<file path="src/sv/ptgs_pkg.sv">
`timescale 1ns / 1ps
`default_nettype none
// ----------------------------------------------------------------------------
// ptgs_pkg
// shared constants, command codes and transaction types of the tile grid store
// ----------------------------------------------------------------------------
package ptgs_pkg;

  localparam int MAP_ROWS  = 32;
  localparam int GRID_COLS = 64;
  localparam int COL_W     = 6;
  localparam int ROW_W     = (MAP_ROWS > 1) ? $clog2(MAP_ROWS) : 1;
  localparam int ADDR_W    = ROW_W + COL_W;
  localparam int DEPTH     = GRID_COLS * MAP_ROWS;
  localparam int TILE_W    = 3;

  localparam logic [7:0]        ROWS8     = 8'(MAP_ROWS);
  localparam logic [ROW_W-1:0]  LAST_ROW  = ROW_W'(MAP_ROWS - 1);
  localparam logic [COL_W-1:0]  LAST_COL  = COL_W'(GRID_COLS - 1);
  localparam logic [ADDR_W-1:0] LAST_ADDR = ADDR_W'(DEPTH - 1);

  localparam logic [2:0] CMD_READ  = 3'd0;
  localparam logic [2:0] CMD_WRITE = 3'd1;
  localparam logic [2:0] CMD_TEST  = 3'd2;
  localparam logic [2:0] CMD_NEIGH = 3'd3;
  localparam logic [2:0] CMD_CLEAR = 3'd4;

  localparam logic [2:0] CODE_EMPTY = 3'd0;
  localparam logic [2:0] CODE_WALL  = 3'd1;
  localparam logic [2:0] CODE_FLOOR = 3'd2;
  localparam logic [2:0] CODE_DOOR  = 3'd3;

  localparam logic [3:0] CLASS_EMPTY = 4'h1;
  localparam logic [3:0] CLASS_WALL  = 4'h2;
  localparam logic [3:0] CLASS_FLOOR = 4'h4;
  localparam logic [3:0] CLASS_DOOR  = 4'h8;

  localparam int CMD_W    = 27;
  localparam int IN_TD_W  = 32;
  localparam int OUT_TD_W = 8;

  typedef struct packed {
    logic             diag_en;
    logic [3:0]       class_mask;
    logic [2:0]       tile;
    logic [7:0]       y;
    logic [7:0]       x;
    logic [2:0]       cmd;
  } cmd_t;

  typedef struct packed {
    logic              valid;
    logic [TILE_W-1:0] tile_value;
    logic              found;
  } res_t;

  typedef struct packed {
    logic              we;
    logic [ADDR_W-1:0] addr;
    logic [TILE_W-1:0] wdata;
  } ram_req_t;

endpackage
`default_nettype wire

</file>
<file path="src/sv/ptgs_ctrl.sv">
`timescale 1ns / 1ps
`default_nettype none
// ----------------------------------------------------------------------------
// ptgs_ctrl
// command sequencer: access, neighbor scan and clear sweep over the tile ram
// ----------------------------------------------------------------------------
module ptgs_ctrl (
  input  wire logic                      clk,
  input  wire logic                      rst_n,
  input  wire logic                      cmd_valid,
  input  wire ptgs_pkg::cmd_t            cmd,
  output logic                           cmd_ready,
  input  wire logic                      res_ready,
  output ptgs_pkg::res_t                 res,
  output ptgs_pkg::ram_req_t             ram_req,
  input  wire logic [ptgs_pkg::TILE_W-1:0] ram_rdata
);

  localparam logic [2:0] ST_IDLE = 3'd0;
  localparam logic [2:0] ST_RD   = 3'd1;
  localparam logic [2:0] ST_NB   = 3'd2;
  localparam logic [2:0] ST_CLR  = 3'd3;
  localparam logic [2:0] ST_DONE = 3'd4;

  localparam logic [3:0] NB_N  = 4'd0;
  localparam logic [3:0] NB_S  = 4'd1;
  localparam logic [3:0] NB_W  = 4'd2;
  localparam logic [3:0] NB_E  = 4'd3;
  localparam logic [3:0] NB_NW = 4'd4;
  localparam logic [3:0] NB_NE = 4'd5;
  localparam logic [3:0] NB_SW = 4'd6;
  localparam logic [3:0] NB_SE = 4'd7;
  localparam logic [3:0] NB_ORTHO = 4'd4;
  localparam logic [3:0] NB_ALL   = 4'd8;

  function automatic logic class_hit(input logic [2:0] code, input logic [3:0] flags);
    logic [3:0] cls;
    case (code)
      ptgs_pkg::CODE_EMPTY: cls = ptgs_pkg::CLASS_EMPTY;
      ptgs_pkg::CODE_WALL:  cls = ptgs_pkg::CLASS_WALL;
      ptgs_pkg::CODE_FLOOR: cls = ptgs_pkg::CLASS_FLOOR;
      ptgs_pkg::CODE_DOOR:  cls = ptgs_pkg::CLASS_DOOR;
      default:              cls = 4'h0;
    endcase
    return (cls & flags) != 4'h0;
  endfunction

  logic [2:0]                      state_r, state_nxt;
  logic [2:0]                      op_r, op_nxt;
  logic [ptgs_pkg::COL_W-1:0]      x_r, x_nxt;
  logic [ptgs_pkg::ROW_W-1:0]      y_r, y_nxt;
  logic [3:0]                      flags_r, flags_nxt;
  logic                            diag_r, diag_nxt;
  logic [3:0]                      k_r, k_nxt;
  logic                            pend_r, pend_nxt;
  logic [ptgs_pkg::ADDR_W-1:0]     clr_addr_r, clr_addr_nxt;
  logic                            clr_res_r, clr_res_nxt;
  logic [ptgs_pkg::TILE_W-1:0]     tv_r, tv_nxt;
  logic                            found_r, found_nxt;

  logic                            in_b;
  logic                            go_n, go_s, go_w, go_e;
  logic                            nb_ok, nb_hit, k_end;
  logic [ptgs_pkg::COL_W-1:0]      nx;
  logic [ptgs_pkg::ROW_W-1:0]      ny;

  // neighbor direction decode
  always_comb begin
    go_n = (k_r == NB_N) || (k_r == NB_NW) || (k_r == NB_NE);
    go_s = (k_r == NB_S) || (k_r == NB_SW) || (k_r == NB_SE);
    go_w = (k_r == NB_W) || (k_r == NB_NW) || (k_r == NB_SW);
    go_e = (k_r == NB_E) || (k_r == NB_NE) || (k_r == NB_SE);
    nb_ok = !(go_w && (x_r == '0)) && !(go_e && (x_r == ptgs_pkg::LAST_COL)) &&
            !(go_n && (y_r == '0)) && !(go_s && (y_r == ptgs_pkg::LAST_ROW));
    nx = x_r + ptgs_pkg::COL_W'(go_e) - ptgs_pkg::COL_W'(go_w);
    ny = y_r + ptgs_pkg::ROW_W'(go_s) - ptgs_pkg::ROW_W'(go_n);
    k_end  = (k_r == (diag_r ? NB_ALL : NB_ORTHO));
    nb_hit = pend_r && class_hit(ram_rdata, flags_r);
    in_b   = (cmd.x[7:6] == 2'b00) && (cmd.y < ptgs_pkg::ROWS8);
  end

  always_comb begin
    state_nxt    = state_r;
    op_nxt       = op_r;
    x_nxt        = x_r;
    y_nxt        = y_r;
    flags_nxt    = flags_r;
    diag_nxt     = diag_r;
    k_nxt        = k_r;
    pend_nxt     = pend_r;
    clr_addr_nxt = clr_addr_r;
    clr_res_nxt  = clr_res_r;
    tv_nxt       = tv_r;
    found_nxt    = found_r;
    ram_req      = '0;
    cmd_ready    = (state_r == ST_IDLE);
    res.valid      = (state_r == ST_DONE);
    res.tile_value = tv_r;
    res.found      = found_r;

    case (state_r)
      ST_IDLE: begin
        if (cmd_valid) begin
          op_nxt    = cmd.cmd;
          x_nxt     = cmd.x[ptgs_pkg::COL_W-1:0];
          y_nxt     = cmd.y[ptgs_pkg::ROW_W-1:0];
          flags_nxt = cmd.class_mask;
          diag_nxt  = cmd.diag_en;
          k_nxt     = '0;
          pend_nxt  = 1'b0;
          tv_nxt    = '0;
          found_nxt = 1'b0;
          ram_req.addr  = {cmd.y[ptgs_pkg::ROW_W-1:0], cmd.x[ptgs_pkg::COL_W-1:0]};
          ram_req.wdata = cmd.tile;
          case (cmd.cmd)
            ptgs_pkg::CMD_READ, ptgs_pkg::CMD_TEST: begin
              state_nxt = in_b ? ST_RD : ST_DONE;
            end
            ptgs_pkg::CMD_WRITE: begin
              ram_req.we = in_b;
              state_nxt  = ST_DONE;
            end
            ptgs_pkg::CMD_NEIGH: begin
              state_nxt = in_b ? ST_NB : ST_DONE;
            end
            ptgs_pkg::CMD_CLEAR: begin
              clr_addr_nxt = '0;
              clr_res_nxt  = 1'b1;
              state_nxt    = ST_CLR;
            end
            default: begin
              state_nxt = ST_DONE;
            end
          endcase
        end
      end
      ST_RD: begin
        if (op_r == ptgs_pkg::CMD_READ) begin
          tv_nxt = ram_rdata;
        end else begin
          found_nxt = class_hit(ram_rdata, flags_r);
        end
        state_nxt = ST_DONE;
      end
      ST_NB: begin
        if (nb_hit || k_end) begin
          found_nxt = nb_hit;
          pend_nxt  = 1'b0;
          state_nxt = ST_DONE;
        end else begin
          ram_req.addr = {ny, nx};
          pend_nxt     = nb_ok;
          k_nxt        = k_r + 4'd1;
        end
      end
      ST_CLR: begin
        ram_req.we    = 1'b1;
        ram_req.addr  = clr_addr_r;
        ram_req.wdata = '0;
        if (clr_addr_r == ptgs_pkg::LAST_ADDR) begin
          state_nxt = clr_res_r ? ST_DONE : ST_IDLE;
        end else begin
          clr_addr_nxt = clr_addr_r + ptgs_pkg::ADDR_W'(1);
        end
      end
      ST_DONE: begin
        if (res_ready) begin
          state_nxt = ST_IDLE;
        end
      end
      default: begin
        state_nxt = ST_IDLE;
      end
    endcase
  end

  always_ff @(posedge clk) begin
    if (!rst_n) begin
      state_r    <= ST_CLR;
      clr_addr_r <= '0;
      clr_res_r  <= 1'b0;
      pend_r     <= 1'b0;
      k_r        <= '0;
    end else begin
      state_r    <= state_nxt;
      clr_addr_r <= clr_addr_nxt;
      clr_res_r  <= clr_res_nxt;
      pend_r     <= pend_nxt;
      k_r        <= k_nxt;
    end
  end

  always_ff @(posedge clk) begin
    op_r    <= op_nxt;
    x_r     <= x_nxt;
    y_r     <= y_nxt;
    flags_r <= flags_nxt;
    diag_r  <= diag_nxt;
    tv_r    <= tv_nxt;
    found_r <= found_nxt;
  end

  a_we_state: assert property (@(posedge clk) disable iff (!rst_n)
    ram_req.we |-> (state_r == ST_IDLE || state_r == ST_CLR))
    else $error("ram write outside idle or clear sweep");

  a_clr_end: assert property (@(posedge clk) disable iff (!rst_n)
    (state_r == ST_CLR && clr_addr_r == ptgs_pkg::LAST_ADDR) |=>
    (state_r == ST_DONE || state_r == ST_IDLE))
    else $error("clear sweep did not finish");

  a_k_range: assert property (@(posedge clk) disable iff (!rst_n)
    (state_r == ST_NB) |-> (k_r <= NB_ALL))
    else $error("neighbor index past last direction");

  a_pend_src: assert property (@(posedge clk) disable iff (!rst_n)
    pend_r |-> ($past(state_r) == ST_NB))
    else $error("pending neighbor read without scan");

endmodule
`default_nettype wire

</file>
<file path="config.mk">
export PLATFORM = sky130hd
export DESIGN_NAME = ptgs_ctrl
export DESIGN_NICKNAME = d
export VERILOG_FILES = /design/src/sv/ptgs_pkg.sv /design/src/sv/ptgs_ctrl.sv
export SDC_FILE = /design/constraint.sdc
export NUM_CORES = 1
export LEC_CHECK = 0
export BUFFER_PORTS_ARGS = -buffer_cell sky130_fd_sc_hd__buf_4
export CAP_MARGIN = 20
export CELL_PAD_IN_SITES_DETAIL_PLACEMENT = 2
export CELL_PAD_IN_SITES_GLOBAL_PLACEMENT = 2
export CORE_ASPECT_RATIO = 0.75
export CORE_UTILIZATION = 37
export CTS_CLUSTER_SIZE = 24
export DETAILED_ROUTE_END_ITERATION = 8
export GPL_TIMING_DRIVEN = 0
export HOLD_SLACK_MARGIN = 0.15
export PLACE_DENSITY_LB_ADDON = 0.1
export SLEW_MARGIN = 20
export SYNTH_ARGS = -nofsm -noshare
export SYNTH_HDL_FRONTEND = slang
export SYNTH_SLANG_ARGS = --single-unit
</file>
<file path="constraint.sdc">
create_clock -name clk -period 8.7 [get_ports clk]
set_input_delay 1.74 -clock clk [delete_from_list [all_inputs] [get_ports clk]]
set_output_delay 1.74 -clock clk [all_outputs]
set_load 0.02 [all_outputs]
</file>
* Word level (Yosys, flattened, before mapping)
Index checks and enable logic that the tools add are counted.
** Cells by class
- Add/subtract/negate cells :: 6
- Order comparisons :: 1
- Equality and inequality tests :: 31
- Muxes and demuxes :: 35
- Bitwise operators :: 2
- Reduce and logical (&&, ||, !) cells :: 45
** Operator list (number)
- 2-to-1 mux 11 bit :: 4
- one-hot mux 11 bit (3 select lines) :: 1
- 2-to-1 mux 3 bit :: 10
- one-hot mux 11 bit (2 select lines) :: 1
- 2-to-1 mux 4 bit :: 5
- == test 3 x 2 -> 1 bit, second input constant :: 6
- == test 4 x 3 -> 1 bit, second input constant :: 4
- != test 2 bit, second input constant :: 8
- one-hot mux 4 bit (4 select lines) :: 1
- 2-to-1 mux 15 bit :: 1
- one-hot mux 3 bit (5 select lines) :: 1
- logical NOT 3 bit :: 4
- AND reduction 4 bit :: 3
- adder 11 x 1 -> 11 bit, second input constant :: 1
- == test 11 bit, second input constant :: 1
- == test 3 x 1 -> 1 bit, second input constant :: 3
- logical AND 1 bit :: 9
- logical OR 1 bit :: 9
- one-hot mux 3 bit (3 select lines) :: 1
- AND reduction 3 bit :: 3
- AND 4 bit :: 2
- == test 4 x 2 -> 1 bit, second input constant :: 2
- < comparator 8 x 6 -> 1 bit, second input constant :: 1
- one-hot mux 4 bit (2 select lines) :: 1
- other kinds (25) :: 38
** Storage, ports and cells
- Register bits after elaboration :: 43
- Output and inout bits :: 21

* Longest topological paths before layout
- Depth in word-level cells :: 10
- Depth in mapped cells :: 14
- Depth with buffers taken out :: 14

* Worst setup path after synthesis
Ideal clock, no wire load.
- Path type :: input to output
- From :: input port cmd_valid
- To :: output port ram_req[11] (netlist bit)
- Data arrival time :: 3.556 ns
- Data required time :: 6.960 ns
- Slack :: 3.404 ns
- Stages on the path :: 7
- Path buffers :: 2
- Cells stage by stage :: and2b_1 > nand2_2 > inv_1 > clkbuf_1 > clkbuf_1 > a22oi_1 > o21ai_0
** RTL lines
- from (decl) :: line ptgs_ctrl.sv:10 : input wire logic cmd_valid,
- to (decl) :: line ptgs_ctrl.sv:15 : output ptgs_pkg::ram_req_t ram_req,

==> metrics.txt <==
Syn Inst Count=approximately 280; die height=~76 µm; Crit path arrival time=just under 4000 ps; ys async rst share=0%; initial antenna violation count=0; Mapped Nets=approximately 340; Sum Neg Setup Slack=0 ps; Routed Wire Length=around 8.5 mm; Worst Path Required=approximately 7000 ps; main flop type after synthesis=edfxtp_1; Worst Tran Pin Value=a little over 700 ps; startpoint type of the worst setup path=input port; clk sinks=43; status=complete, no violations; ANT cells=0; post-placement cell area=3250 µm²; core area=6960 µm²; CP max FO=28; Setup CP Type=input port to primary output; first-pass GRT wire length=13.8 mm; CTS root buffer=clkbuf_8; clk slew on worst S/H paths=around 90 ps; Distinct cells, synth=60; Post-CTS Setup Repair Bufs=0; Fin. Hold Viols=0; Final Max Slew Viols=0; drt wl/cell=19.4 µm; maximum number of pins on one net before global-route repair=29; share of cells above drive strength 1=around 23%; post-route antenna net violation count=0; die width=101 µm; Pleak=1.37 nW; critical path's largest stage delay=about 670 ps; max-cap violations=0; average size of a mapped cell=roughly 9.7 µm²; Post-synth EDFFs=23; skew final=5.24 ps; DRC viols=0; vias in the first global route=around 2600; Placed Cells=~430; Min Clock Period, post-route=5660 ps; CP Cell Sequence=buf_4 > and2b_1 > nand2_2 > inv_1 > clkbuf_1 > clkbuf_2 > a22oi_1 > o21ai_0 > buf_4; Boundary Pins=55; Crit. End Element=primary output; detailed placement HPWL=roughly 6.4 mm; RD Place Congestion=about 0.84; DR top layer=met4; Area Growth Syn to Fin=22.1%; Nets=399; worst path buffer plus inverter count=5; maximum VDD drop=0.000106 V; cts repair resizes=0; vias per inst=between 5 and 6; die footprint=a little under 8000 µm²; via count=between 2000 and 2500; Yosys reg bits=43; Post-Syn Area=~2700 µm²; routed wl met3=roughly 300 µm; row count=26; Slew HR=between 50% and 60%; Largest delay share family, worst path=buffers and inverters; Hold Buf Count CTS=0; hold crit path type=flip-flop to flip-flop; Fmax=between 150 and 200 MHz; H-Tree Depth=2; Num CTS Buffers=5; initial core utilization=39.1%; GR Overflow Total=0; Slowest-stage cell, CP=clkbuf_2; period utilisation layout=between 60% and 70%; Worst-Skew Late Latency=approximately 300 ps; RSZ-0062 raised after global routing=no; PwrDens=around 240 nW/µm²; most used cell, CP=buf_4; post-route insts no fill=440; finished layout cell area=about 3300 µm²; Yosys warnings=0; register area share after synthesis=between 40% and 50%; CTS tree=built; Iter 0 DRT Violations=roughly 140; First-pass DRT Iterations=5; I/O Buffers=between 50 and 60; metal2 WL=around 4.0 mm; DRT met1 WL=~4.2 mm; Total Routing Usage GR=between 20% and 30%; final setup vio count=0; clk buf depth=2
final timing paths:
path / start / to / slack, ps / cells after the start
max: cmd_valid / ram_req[11] / 3040 / 9
min: clr_res_r / clr_res_r / 500 / 2
max reg2reg: state_r[2] / y_r[1] / 6300 / 5
min reg2reg: clr_res_r / clr_res_r / 500 / 2
registers in the layout, summed over array words and instances, names as in the netlist, 3 cells and up:
register	count
k_r	4
state_r	3
flags_r	4
x_r	6
tv_r	3
y_r	5
op_r	3
clr_addr_r	11
final cells by class:
class	count	area [µm²]
timing repair buffer	53	398
clock inverter	1	5.00
clock buffer	7	76.3
tap	98	123
multi-input combinational	201	1450
sequential	43	1090
buffer	12	92.6
inverter	25	93.8
fill	789	3630
cell usage in the layout (no fill, tap or decap), types with 4 or more instances in the layout:
master	synthesis	final
nor3_1	6	6
nand4_1	7	7
and2_1	8	8
nand3_1	9	9
nand2_1	13	13
o21ai_0	12	12
inv_1	25	25
or3_1	6	6
clkbuf_8	0	5
o41ai_1	4	4
o2111ai_1	4	4
clkbuf_1	4	5
nor2_1	19	19
buf_6	5	5
a21oi_1	20	20
edfxtp_1	23	23
ha_1	22	22
dfxtp_1	20	20
a22oi_1	8	8
buf_4	2	55
xnor2_1	9	9
stage by stage:
stage                     worst slack, ps  hold slack [ps]  util (%)  power (W)
after floorplan                      3400              437         -   0.000518
after global placement               2540              457      46.6   0.000650
after detailed placement             3030              485      46.6   0.000666
after CTS                            3010              508      47.8   0.000801
after global routing                 2870              556      47.8   0.000845
final                                3040              502      47.8   0.000798
kinds of logic after synthesis:
group	after synthesis	synth area share (%)
fa+ha+maj	24	11.6
mux	4	1.52
buf+inv	37	6.79
simple gates	88	18.2
xor+xnor	10	3.21
compound gates	75	18.7
flops	43	40.0
worst reg2reg max path, cell delays in order (launching register included):
cell      delay [ps]
dfxtp_1          330
and2b_1          230
nand2_2          160
inv_1            160
clkbuf_1         460
clkbuf_2         670
routing by layer:
metal | up-vias | global-route usage, %
li1 | 1158 | -
met2 | 48 | 36.9
met3 | 9 | 3.85
met1 | 1225 | 33.6
met4 | 0 | 4.06
met5 | - | 0
synthesized netlist by cell type (5+ instances only):
library cell	number	area share [%]
nor3_1	6	1.1
dfxtp_1	20	15
nor2_1	19	2.6
a21oi_1	20	3.7
o21ai_0	12	2.2
buf_6	5	2.1
nand2_1	13	1.8
nand3_1	9	1.7
ha_1	22	10
or3_1	6	1.4
edfxtp_1	23	25
and2_1	8	1.8
nand4_1	7	1.6
a22oi_1	8	2.2
xnor2_1	9	2.9
inv_1	25	3.4
power breakdown:
group          leakage, nW  switching [W]  total (W)  internal (W)
Combinational        0.957       0.000247   0.000413      0.000166
Clock               0.0422      0.0000745   0.000131     0.0000566
Sequential           0.371      0.0000174   0.000254      0.000236
Total                 1.37       0.000339   0.000798      0.000459
(Power assumes the default switching activity.)
